`src/hdl/csma_pkg.sv`:
```
// ----------------------------------------------------------------------------
// csma_pkg
// widths, phase codes, register indexes and the draw unit request/response
// ----------------------------------------------------------------------------
`timescale 1ns / 1ps
`default_nettype none

package csma_pkg;

    localparam int RANDOM_BITS = 15;
    localparam int DIFS_W      = 4;
    localparam int WINDOW_W    = 10;
    localparam int RETRY_W     = 8;
    localparam int PEND_W      = 8;
    localparam int PHASE_W     = 4;
    localparam int FRAMES_W    = 2;
    localparam int CFG_INDEX_W = 2;
    localparam int CFG_DATA_W  = WINDOW_W;
    localparam int PROD_W      = WINDOW_W + RETRY_W + 1;
    localparam int STEP_W      = $clog2(RANDOM_BITS);

    // configuration register indexes
    localparam logic [CFG_INDEX_W-1:0] REG_DIFS_LENGTH = 2'd0;
    localparam logic [CFG_INDEX_W-1:0] REG_WINDOW_MIN  = 2'd1;
    localparam logic [CFG_INDEX_W-1:0] REG_WINDOW_CAP  = 2'd2;

    localparam logic [DIFS_W-1:0]   DIFS_RESET = 4'd3;
    localparam logic [WINDOW_W-1:0] WMIN_RESET = 10'd15;
    localparam logic [WINDOW_W-1:0] WCAP_RESET = 10'd1023;

    // phase codes
    localparam logic [PHASE_W-1:0] PH_IDLE    = 4'd0;
    localparam logic [PHASE_W-1:0] PH_DIFS    = 4'd1;
    localparam logic [PHASE_W-1:0] PH_BACKOFF = 4'd2;
    localparam logic [PHASE_W-1:0] PH_RTS     = 4'd3;
    localparam logic [PHASE_W-1:0] PH_SIFS1   = 4'd4;
    localparam logic [PHASE_W-1:0] PH_CTS     = 4'd5;
    localparam logic [PHASE_W-1:0] PH_SIFS2   = 4'd6;
    localparam logic [PHASE_W-1:0] PH_DATA    = 4'd7;
    localparam logic [PHASE_W-1:0] PH_SIFS3   = 4'd8;
    localparam logic [PHASE_W-1:0] PH_ACK     = 4'd9;

    typedef struct packed {
        logic                   start;
        logic [RETRY_W-1:0]     retry;
        logic [RANDOM_BITS-1:0] rnd;
        logic [WINDOW_W-1:0]    wmin;
        logic [WINDOW_W-1:0]    wcap;
    } draw_req_t;

    typedef struct packed {
        logic                done;
        logic [WINDOW_W-1:0] value;
    } draw_rsp_t;

endpackage

`default_nettype wire

```
`src/hdl/csma_in_if.sv`:
```
// ----------------------------------------------------------------------------
// csma_in_if
// tick item channel: channel state, random draw, new frames, skip flag
// ----------------------------------------------------------------------------
`timescale 1ns / 1ps
`default_nettype none

interface csma_in_if;
    import csma_pkg::*;

    logic                   valid;
    logic                   ready;
    logic                   channel_busy;
    logic [RANDOM_BITS-1:0] random_value;
    logic [FRAMES_W-1:0]    new_frames;
    logic                   inactive;

    modport source (
        output valid, channel_busy, random_value, new_frames, inactive,
        input  ready
    );

    modport sink (
        input  valid, channel_busy, random_value, new_frames, inactive,
        output ready
    );
endinterface

`default_nettype wire

```
`src/hdl/csma_out_if.sv`:
```
// ----------------------------------------------------------------------------
// csma_out_if
// result item channel: phase, channel occupation, sent flag, counters
// ----------------------------------------------------------------------------
`timescale 1ns / 1ps
`default_nettype none

interface csma_out_if;
    import csma_pkg::*;

    logic               valid;
    logic               ready;
    logic [PHASE_W-1:0] phase;
    logic               occupy_channel;
    logic               frame_sent;
    logic [PEND_W-1:0]  pending_count;
    logic [RETRY_W-1:0] retries;

    modport source (
        output valid, phase, occupy_channel, frame_sent, pending_count, retries,
        input  ready
    );

    modport sink (
        input  valid, phase, occupy_channel, frame_sent, pending_count, retries,
        output ready
    );
endinterface

`default_nettype wire

```
`src/hdl/csma_ca_backoff_sequencer.sv`:
```
// ----------------------------------------------------------------------------
// csma_ca_backoff_sequencer
// slot-tick CSMA/CA transmit sequencer with linear window-growth backoff
// ----------------------------------------------------------------------------
// One input item is one slot tick and gives one result item. A tick that needs
// no backoff draw passes through the commit state into the result register, and
// in_ch.ready returns when that result is written, so a new tick is taken only
// once the last one is through. A tick that leaves DIFS draws a backoff. With a
// retry count of zero or a window that cannot grow past the minimum, the draw
// ends at the cap compare. Otherwise the draw unit runs the window multiply, the
// cap compare, one remainder bit per cycle over the random value and the final
// add, and then the value is handed back and committed. in_ch.ready is high
// only between ticks; a finished result sits in the output register until
// taken, and the next tick's update waits for that register to be free.
`timescale 1ns / 1ps
`default_nettype none

module csma_ca_backoff_sequencer (
    input  wire logic                            clk,
    input  wire logic                            rst_n,
    input  wire logic                            cfg_we,
    input  wire logic [csma_pkg::CFG_INDEX_W-1:0] cfg_index,
    input  wire logic [csma_pkg::CFG_DATA_W-1:0]  cfg_data,
    csma_in_if.sink                              in_ch,
    csma_out_if.source                           out_ch
);
    import csma_pkg::*;

    typedef enum logic [2:0] {
        C_IDLE   = 3'b001,
        C_DRAW   = 3'b010,
        C_COMMIT = 3'b100
    } ctrl_state_t;

    ctrl_state_t ctrl_reg, ctrl_next;

    // configuration
    logic [DIFS_W-1:0]   difs_reg;
    logic [WINDOW_W-1:0] wmin_reg, wcap_reg;

    // sequencer state
    logic [PHASE_W-1:0]  phase_reg, phase_next;
    logic [DIFS_W-1:0]   ifs_reg, ifs_next;
    logic [WINDOW_W-1:0] backoff_reg, backoff_next;
    logic [RETRY_W-1:0]  retry_reg, retry_next;
    logic [PEND_W-1:0]   pend_reg, pend_next;

    // latched item
    logic                busy_reg;
    logic [FRAMES_W-1:0] frames_reg;
    logic                skip_reg;

    // result register
    logic                out_valid_reg;
    logic [PHASE_W-1:0]  out_phase_reg;
    logic                out_occupy_reg, out_sent_reg;
    logic [PEND_W-1:0]   out_pend_reg;
    logic [RETRY_W-1:0]  out_retry_reg;

    logic                occupy, sent;
    logic                accept, need_draw, out_free, commit;
    logic [PEND_W:0]     pend_sum;
    logic [PEND_W-1:0]   pend_add;
    draw_req_t           draw_req;
    draw_rsp_t           draw_rsp;

    assign accept    = in_ch.valid && in_ch.ready;
    assign need_draw = !in_ch.inactive && phase_reg == PH_DIFS &&
                       (in_ch.channel_busy || ifs_reg == '0);
    assign out_free  = !out_valid_reg || out_ch.ready;
    assign commit    = ctrl_reg == C_COMMIT && out_free;

    assign draw_req.start = accept && need_draw;
    assign draw_req.retry = retry_reg;
    assign draw_req.rnd   = in_ch.random_value;
    assign draw_req.wmin  = wmin_reg;
    assign draw_req.wcap  = wcap_reg;

    csma_draw u_draw (
        .clk (clk),
        .rst_n (rst_n),
        .req (draw_req),
        .rsp (draw_rsp)
    );

    always_comb
    begin
        ctrl_next = ctrl_reg;
        case (ctrl_reg)
            C_IDLE:   if (accept) ctrl_next = need_draw ? C_DRAW : C_COMMIT;
            C_DRAW:   if (draw_rsp.done) ctrl_next = C_COMMIT;
            C_COMMIT: if (out_free) ctrl_next = C_IDLE;
            default:  ctrl_next = C_IDLE;
        endcase
    end

    // saturating add of the newly queued frames
    assign pend_sum = {1'b0, pend_reg} + PEND_W'(frames_reg);
    assign pend_add = pend_sum[PEND_W] ? {PEND_W{1'b1}} : pend_sum[PEND_W-1:0];

    always_comb
    begin
        phase_next   = phase_reg;
        ifs_next     = ifs_reg;
        backoff_next = backoff_reg;
        retry_next   = retry_reg;
        pend_next    = pend_reg;
        occupy       = 1'b0;
        sent         = 1'b0;
        if (!skip_reg)
        begin
            pend_next = pend_add;
            case (phase_reg)
                PH_DIFS:
                begin
                    if (busy_reg)
                    begin
                        backoff_next = draw_rsp.value;
                        if (retry_reg != {RETRY_W{1'b1}})
                            retry_next = retry_reg + 1'b1;
                        phase_next = PH_BACKOFF;
                    end
                    else if (ifs_reg == '0)
                    begin
                        backoff_next = draw_rsp.value;
                        phase_next   = PH_BACKOFF;
                    end
                    else
                    begin
                        ifs_next = ifs_reg - 1'b1;
                    end
                end
                PH_BACKOFF:
                begin
                    if (busy_reg)
                        phase_next = PH_IDLE;
                    else if (backoff_reg == '0)
                        phase_next = PH_RTS;
                    else
                        backoff_next = backoff_reg - 1'b1;
                end
                PH_RTS, PH_CTS, PH_DATA:
                begin
                    occupy     = 1'b1;
                    phase_next = phase_reg + 1'b1;
                end
                PH_SIFS1, PH_SIFS2, PH_SIFS3:
                begin
                    phase_next = phase_reg + 1'b1;
                end
                PH_ACK:
                begin
                    occupy = 1'b1;
                    if (pend_add != '0)
                    begin
                        pend_next = pend_add - 1'b1;
                        sent      = 1'b1;
                    end
                    retry_next = '0;
                    phase_next = PH_IDLE;
                end
                default:
                begin
                    // idle and the unused codes
                    if (pend_add != '0)
                    begin
                        phase_next = PH_DIFS;
                        ifs_next   = difs_reg;
                    end
                    else
                    begin
                        phase_next = PH_IDLE;
                    end
                end
            endcase
        end
    end

    always_ff @(posedge clk or negedge rst_n)
    begin
        if (!rst_n)
        begin
            ctrl_reg      <= C_IDLE;
            difs_reg      <= DIFS_RESET;
            wmin_reg      <= WMIN_RESET;
            wcap_reg      <= WCAP_RESET;
            phase_reg     <= PH_IDLE;
            ifs_reg       <= '0;
            backoff_reg   <= '0;
            retry_reg     <= '0;
            pend_reg      <= '0;
            out_valid_reg <= 1'b0;
        end
        else
        begin
            ctrl_reg <= ctrl_next;
            if (cfg_we)
            begin
                case (cfg_index)
                    REG_DIFS_LENGTH: difs_reg <= cfg_data[DIFS_W-1:0];
                    REG_WINDOW_MIN:  wmin_reg <= cfg_data[WINDOW_W-1:0];
                    REG_WINDOW_CAP:  wcap_reg <= cfg_data[WINDOW_W-1:0];
                    default:         difs_reg <= difs_reg;
                endcase
            end
            if (commit)
            begin
                phase_reg   <= phase_next;
                ifs_reg     <= ifs_next;
                backoff_reg <= backoff_next;
                retry_reg   <= retry_next;
                pend_reg    <= pend_next;
            end
            if (commit)
                out_valid_reg <= 1'b1;
            else if (out_ch.ready)
                out_valid_reg <= 1'b0;
        end
    end

    always_ff @(posedge clk)
    begin
        if (accept)
        begin
            busy_reg   <= in_ch.channel_busy;
            frames_reg <= in_ch.new_frames;
            skip_reg   <= in_ch.inactive;
        end
        if (commit)
        begin
            out_phase_reg  <= phase_next;
            out_occupy_reg <= occupy;
            out_sent_reg   <= sent;
            out_pend_reg   <= pend_next;
            out_retry_reg  <= retry_next;
        end
    end

    assign in_ch.ready           = ctrl_reg == C_IDLE;
    assign out_ch.valid          = out_valid_reg;
    assign out_ch.phase          = out_phase_reg;
    assign out_ch.occupy_channel = out_occupy_reg;
    assign out_ch.frame_sent     = out_sent_reg;
    assign out_ch.pending_count  = out_pend_reg;
    assign out_ch.retries        = out_retry_reg;

endmodule

`default_nettype wire

```
`src/hdl/csma_draw.sv`:
```
// ----------------------------------------------------------------------------
// csma_draw
// backoff draw: window growth by one multiply, then a bit-serial remainder
// ----------------------------------------------------------------------------
`timescale 1ns / 1ps
`default_nettype none

module csma_draw (
    input  wire logic                 clk,
    input  wire logic                 rst_n,
    input  wire csma_pkg::draw_req_t  req,
    output      csma_pkg::draw_rsp_t  rsp
);
    import csma_pkg::*;

    typedef enum logic [4:0] {
        D_IDLE = 5'b00001,
        D_MUL  = 5'b00010,
        D_CAP  = 5'b00100,
        D_DIV  = 5'b01000,
        D_FIX  = 5'b10000
    } draw_state_t;

    draw_state_t            st_reg, st_next;
    logic [WINDOW_W-1:0]    wmin_reg, wcap_reg;
    logic [RETRY_W-1:0]     retry_reg;
    logic [RANDOM_BITS-1:0] rnd_reg;
    logic [PROD_W-1:0]      prod_reg;
    logic [WINDOW_W-1:0]    div_reg;
    logic [WINDOW_W-1:0]    rem_reg;
    logic [STEP_W-1:0]      cnt_reg;
    logic [WINDOW_W-1:0]    res_reg;
    logic                   done_reg;

    logic [WINDOW_W-1:0]    cap;
    logic [WINDOW_W:0]      trial;
    logic                   fits;

    // grown window, limited by the cap register
    assign cap = (prod_reg > PROD_W'(wcap_reg)) ? wcap_reg : prod_reg[WINDOW_W-1:0];

    // compare-subtract: one quotient bit per cycle
    assign trial = {rem_reg, rnd_reg[RANDOM_BITS-1]};
    assign fits  = trial >= {1'b0, div_reg};

    always_comb
    begin
        st_next = st_reg;
        case (st_reg)
            D_IDLE:  if (req.start) st_next = D_MUL;
            D_MUL:   st_next = D_CAP;
            D_CAP:
            begin
                if (retry_reg == '0 || cap <= wmin_reg)
                    st_next = D_IDLE;
                else
                    st_next = D_DIV;
            end
            D_DIV:   if (cnt_reg == STEP_W'(RANDOM_BITS - 1)) st_next = D_FIX;
            D_FIX:   st_next = D_IDLE;
            default: st_next = D_IDLE;
        endcase
    end

    always_ff @(posedge clk or negedge rst_n)
    begin
        if (!rst_n)
        begin
            st_reg   <= D_IDLE;
            done_reg <= 1'b0;
        end
        else
        begin
            st_reg   <= st_next;
            done_reg <= (st_reg == D_FIX) ||
                        (st_reg == D_CAP && (retry_reg == '0 || cap <= wmin_reg));
        end
    end

    always_ff @(posedge clk)
    begin
        case (st_reg)
            D_IDLE:
            begin
                if (req.start)
                begin
                    wmin_reg  <= req.wmin;
                    wcap_reg  <= req.wcap;
                    retry_reg <= req.retry;
                    rnd_reg   <= req.rnd;
                end
            end
            D_MUL:
            begin
                prod_reg <= (PROD_W'(wmin_reg) * PROD_W'(retry_reg)) << 1;
            end
            D_CAP:
            begin
                res_reg <= wmin_reg;
                div_reg <= cap - wmin_reg;
                rem_reg <= '0;
                cnt_reg <= '0;
            end
            D_DIV:
            begin
                rem_reg <= fits ? WINDOW_W'(trial - {1'b0, div_reg}) : trial[WINDOW_W-1:0];
                rnd_reg <= {rnd_reg[RANDOM_BITS-2:0], 1'b0};
                cnt_reg <= cnt_reg + 1'b1;
            end
            D_FIX:
            begin
                res_reg <= rem_reg + wmin_reg;
            end
            default:
            begin
                res_reg <= res_reg;
            end
        endcase
    end

    assign rsp.done  = done_reg;
    assign rsp.value = res_reg;

endmodule

`default_nettype wire

```
`src/flat_wrapper.sv`:
```
// flat-port wrapper written by rule: the top's interface ports become plain ports
module csma_ca_backoff_sequencer_flat import csma_pkg::*;
  (clk, rst_n, cfg_we, cfg_index, cfg_data, in_ch_valid, in_ch_channel_busy, in_ch_random_value, in_ch_new_frames, in_ch_inactive, in_ch_ready, out_ch_valid, out_ch_phase, out_ch_occupy_channel, out_ch_frame_sent, out_ch_pending_count, out_ch_retries, out_ch_ready);
  csma_in_if in_ch_i ();
  csma_out_if out_ch_i ();
  input  wire logic clk;
  input  wire logic rst_n;
  input  wire logic cfg_we;
  input  wire logic [csma_pkg::CFG_INDEX_W-1:0] cfg_index;
  input  wire logic [csma_pkg::CFG_DATA_W-1:0] cfg_data;
  input wire logic [$bits(in_ch_i.valid)-1:0] in_ch_valid;
  input wire logic [$bits(in_ch_i.channel_busy)-1:0] in_ch_channel_busy;
  input wire logic [$bits(in_ch_i.random_value)-1:0] in_ch_random_value;
  input wire logic [$bits(in_ch_i.new_frames)-1:0] in_ch_new_frames;
  input wire logic [$bits(in_ch_i.inactive)-1:0] in_ch_inactive;
  output wire logic [$bits(in_ch_i.ready)-1:0] in_ch_ready;
  output wire logic [$bits(out_ch_i.valid)-1:0] out_ch_valid;
  output wire logic [$bits(out_ch_i.phase)-1:0] out_ch_phase;
  output wire logic [$bits(out_ch_i.occupy_channel)-1:0] out_ch_occupy_channel;
  output wire logic [$bits(out_ch_i.frame_sent)-1:0] out_ch_frame_sent;
  output wire logic [$bits(out_ch_i.pending_count)-1:0] out_ch_pending_count;
  output wire logic [$bits(out_ch_i.retries)-1:0] out_ch_retries;
  input wire logic [$bits(out_ch_i.ready)-1:0] out_ch_ready;
  assign in_ch_i.valid = in_ch_valid;
  assign in_ch_i.channel_busy = in_ch_channel_busy;
  assign in_ch_i.random_value = in_ch_random_value;
  assign in_ch_i.new_frames = in_ch_new_frames;
  assign in_ch_i.inactive = in_ch_inactive;
  assign in_ch_ready = in_ch_i.ready;
  assign out_ch_valid = out_ch_i.valid;
  assign out_ch_phase = out_ch_i.phase;
  assign out_ch_occupy_channel = out_ch_i.occupy_channel;
  assign out_ch_frame_sent = out_ch_i.frame_sent;
  assign out_ch_pending_count = out_ch_i.pending_count;
  assign out_ch_retries = out_ch_i.retries;
  assign out_ch_i.ready = out_ch_ready;
  csma_ca_backoff_sequencer u_core (.clk(clk), .rst_n(rst_n), .cfg_we(cfg_we), .cfg_index(cfg_index), .cfg_data(cfg_data), .in_ch(in_ch_i), .out_ch(out_ch_i));
endmodule
```
`config.mk`:
```
export PLATFORM = sky130hd
export DESIGN_NAME = csma_ca_backoff_sequencer_flat
export DESIGN_NICKNAME = d
export VERILOG_FILES = /design/src/hdl/csma_pkg.sv /design/src/hdl/csma_in_if.sv /design/src/hdl/csma_out_if.sv /design/src/hdl/csma_ca_backoff_sequencer.sv /design/src/hdl/csma_draw.sv /design/src/flat_wrapper.sv
export SDC_FILE = /design/constraint.sdc
export NUM_CORES = 1
export LEC_CHECK = 0
export ABC_AREA = 0
export BUFFER_PORTS_ARGS = -buffer_cell sky130_fd_sc_hd__buf_2
export CAP_MARGIN = 20
export CORE_MARGIN = 2
export CORE_UTILIZATION = 50
export CTS_CLUSTER_DIAMETER = 30
export CTS_CLUSTER_SIZE = 12
export DETAILED_ROUTE_END_ITERATION = 16
export GPL_TIMING_DRIVEN = 1
export PLACE_DENSITY = 0.75
export SLEW_MARGIN = 20
export SYNTH_ARGS = -nofsm -noshare
export SYNTH_HDL_FRONTEND = slang
export SYNTH_SLANG_ARGS = --single-unit
```
`constraint.sdc`:
```
create_clock -name clk -period 11.85 [get_ports clk]
set_input_delay 0.5925 -clock clk [delete_from_list [all_inputs] [get_ports clk]]
set_output_delay 0.5925 -clock clk [all_outputs]
set_load 0.05 [all_outputs]
```
==> flow_summary.json <==
{
  "status": "finished, final reports clean",
  "critPathSlowestCell": "edfxtp_1",
  "max-slew-margin-rel_pct": 32.8,
  "tritoncts": "yes",
  "wl_um": 28300,
  "setup_tns_ns": 0,
  "path_cells": "nand2_1 -> fa_1 -> inv_1 -> fa_1 -> inv_1 -> fa_1 -> fa_1 -> inv_1 -> ha_1 -> o21a_1 -> o21ai_0 -> nor3_1 -> nor3b_1 -> o311a_1 -> nor3_1",
  "synth_top_family_by_area": "simple AND/OR/NAND/NOR gates",
  "skew_ns": 0.0113,
  "die_height_um": 166,
  "synth_edf_count": 121,
  "drc": 0,
  "synthArstFlopShare_pct": 36.0,
  "post-dp-hpwl_um": 21000,
  "cp.required_ns": 12.04,
  "p_per_area_nw_per_um2": 173,
  "post_drt_wl_per_cell_um": 16.6,
  "synth_xor_area_share_pct": 2.41,
  "synth_compound_area_share_pct": 13.2,
  "r2r-end": "u_core.u_draw.prod_reg[18]",
  "synth_area_per_cell_um2": 9.85,
  "vias": 9772,
  "worst_pin_slew_ns": 1.00,
  "core_area_um2": 25800,
  "post_cts_buffers": 0,
  "insertion_delay_ns": 0.44,
  "synth_mux_area_share_pct": 3.89,
  "start_kind": "flop",
  "ys.flop_type": "edfxtp_1",
  "grt_overflow_total": 0,
  "io_buffers": 59,
  "clkTransAtPathRegs_ns": 0.08,
  "layout_common_cells": "nand2_1, inv_1, edfxtp_1",
  "synth_area_leaders": "edfxtp_1, dfrtp_1, ha_1, fa_1, nand2_1",
  "cpMostUsedCell": "fa_1",
  "grt-busiest-layer": "met2",
  "r2r_cells": 15,
  "critPathArrivalTime_ns": 5.14,
  "drv_slew": 0,
  "dieWidth_um": 166,
  "grt_pass1_vias": 9609,
  "final_common_cell": "nand2_1",
  "crit_path_end_kind": "flop",
  "cts_max_path_buffers": 2,
  "ctsHoldBuffers": 0,
  "cts_inserted_buffers": 17,
  "final_nets": 1532,
  "r2r_setup_slack_ns": 6.91,
  "crit_start": "u_core.u_draw.wmin_reg[3]",
  "slowest_delay_ns": 0.57,
  "syn-num-nets": 1501,
  "fin_hold_ws_ns": 0.318,
  "rr_startpoint": "u_core.u_draw.wmin_reg[3]",
  "whs_path_depth": 1,
  "setup_violations": 0,
  "holdPathEnd": "u_core.frames_reg[1]",
  "avgViaCountPerCell": 5.73,
  "areaGrowthSynthToFinish_pct": 8.53,
  "period_share_pct": 41.7,
  "firstDrtPassIters": 7,
  "yosysTopAreaCell": "edfxtp_1",
  "synth_top_cell_area_share_pct": 27.8,
  "cts.sinks": 189,
  "synthAdderAreaFrac_pct": 16.4,
  "worst-path-max-fanout": 10,
  "hold_class": "in -> reg",
  "synth-simple-area-share_pct": 17.1,
  "largest_reg_flops": 18,
  "gp_congestion": 0.888,
  "power_leakage_nw": 5.97,
  "antenna_found_initial": 0,
  "ir_drop_mv": 0.108,
  "cts_htree_levels": 4,
  "fin_crit_ns": 4.94,
  "hold_violations": 0,
  "drive_gt1_share_pct": 12.9,
  "die_area_um2": 27400,
  "postCtsResizedCells": 0,
  "ys_types": 80,
  "synth_seq_area_share_pct": 41.0,
  "ys_warn_count": 0,
  "cts_root_buf": "clkbuf_16",
  "ys_seq_elements": 189,
  "grt_pass1_wl_um": 47300,
  "rsz0062_at_grt": "false",
  "rows": 59,
  "drt_iter0_markers": 847,
  "grt_use_met2_pct": 35.9,
  "io_pins": 60,
  "worstHoldStart": "in_ch_new_frames[1]",
  "finalPower_mw": 2.45,
  "syn_area_um2": 13100,
  "max_freq_mhz": 202,
  "cap_viol_max_count": 0,
  "ant_nets": 0,
  "use_met3_pct": 3.46,
  "diodes": 0,
  "synthCells": 1325,
  "crit_type": "reg -> reg",
  "start_util_pct": 50.5,
  "track_usage_pct": 21.1,
  "grt_max_degree": 69,
  "fillCellCount": 2261,
  "grt_use_met1_pct": 27.9
}
==> stage by stage <==
stage	util [%]	setup slack, ns	std cells	area (um2)
2_1_floorplan	-	7.04	1325	13100
5_1_grt	54.8	6.53	1704	14200
3_5_place_dp	52.6	6.80	1672	13600
4_1_cts	54.8	6.81	1704	14200
3_3_place_gp	52.6	6.90	1672	13600
6_report	54.8	6.91	1704	14200
==> final cells by class <==
type                    instances  area (um2)  area share (%)
well taps                     335         419            2.96
flip-flops and latches        189        5360            37.8
repair buffers                 65         340            2.40
multi-input cells             937        6940            49.0
inverters                     146         548            3.87
clock buffers                  18         439            3.10
clock inverters                14         128           0.901
==> layer usage <==
layer  share of wire (%)  up-vias
met5                   0        -
met4                 2.1        0
met3                 5.3       50
met2                  50      231
met1                  43     4785
li1                    -     4706
==> kinds of logic (layout without fill, tap and decap cells) <==
group / after synthesis / in the layout
compound gates: 269 / 269
xor+xnor: 36 / 36
fa+ha+maj: 140 / 140
buf+inv: 199 / 243
flops: 189 / 189
mux: 46 / 46
simple gates: 446 / 446
==> worst max-delay path, delay by kind of cell, from the launching register on <==
kind	cells	cell delay, ns
AO/OA/AOI/OAI	3	0.88
buffers and inverters	3	0.17
flip-flops	1	0.57
adder cells (fa/ha/maj)	5	2.49
AND/OR/NAND/NOR	4	0.59
==> Yosys cell counts, types with 5 or more instances <==
master and n:
a211oi_1 11, a21o_1 9, a21oi_1 59, and2_1 51
and3_1 6, buf_2 11, clkbuf_1 39, dfrtp_1 50
dfstp_2 18, edfxtp_1 121, fa_1 52, ha_1 88
inv_1 144, mux2_2 38, mux2i_1 8, nand2_1 155
nand2b_1 9, nand3_1 27, nand3b_1 9, nand4_1 10
nor2_1 78, nor2b_1 17, nor3_1 23, nor3b_1 11
nor4_1 11, o211ai_1 6, o21a_1 11, o21ai_0 88
o21bai_1 5, o22ai_1 7, o31ai_1 20, or2_2 8
or3_1 8, or4_1 6, xnor2_1 16, xor2_1 20
==> power breakdown <==
| group | switching [mW] | internal (mW) | total, mW |
|---|---|---|---|
| registers | 0.0730 | 0.829 | 0.902 |
| logic | 0.591 | 0.400 | 0.991 |
| clock network | 0.278 | 0.283 | 0.562 |
==> worst max path at each step <==
| stage | end | slack (ns) | cells past startpoint |
|---|---|---|---|
| 2_1_floorplan | u_core.u_draw.rnd_reg[0] | 7.04 | 9 |
| 3_3_place_gp | u_core.u_draw.prod_reg[16] | 6.90 | 13 |
| 3_5_place_dp | u_core.u_draw.prod_reg[16] | 6.80 | 13 |
| 4_1_cts | u_core.u_draw.prod_reg[16] | 6.81 | 13 |
| 5_1_grt | u_core.u_draw.prod_reg[18] | 6.53 | 15 |
| 6_report | u_core.u_draw.prod_reg[18] | 6.91 | 15 |
(Power assumes the default switching activity.)
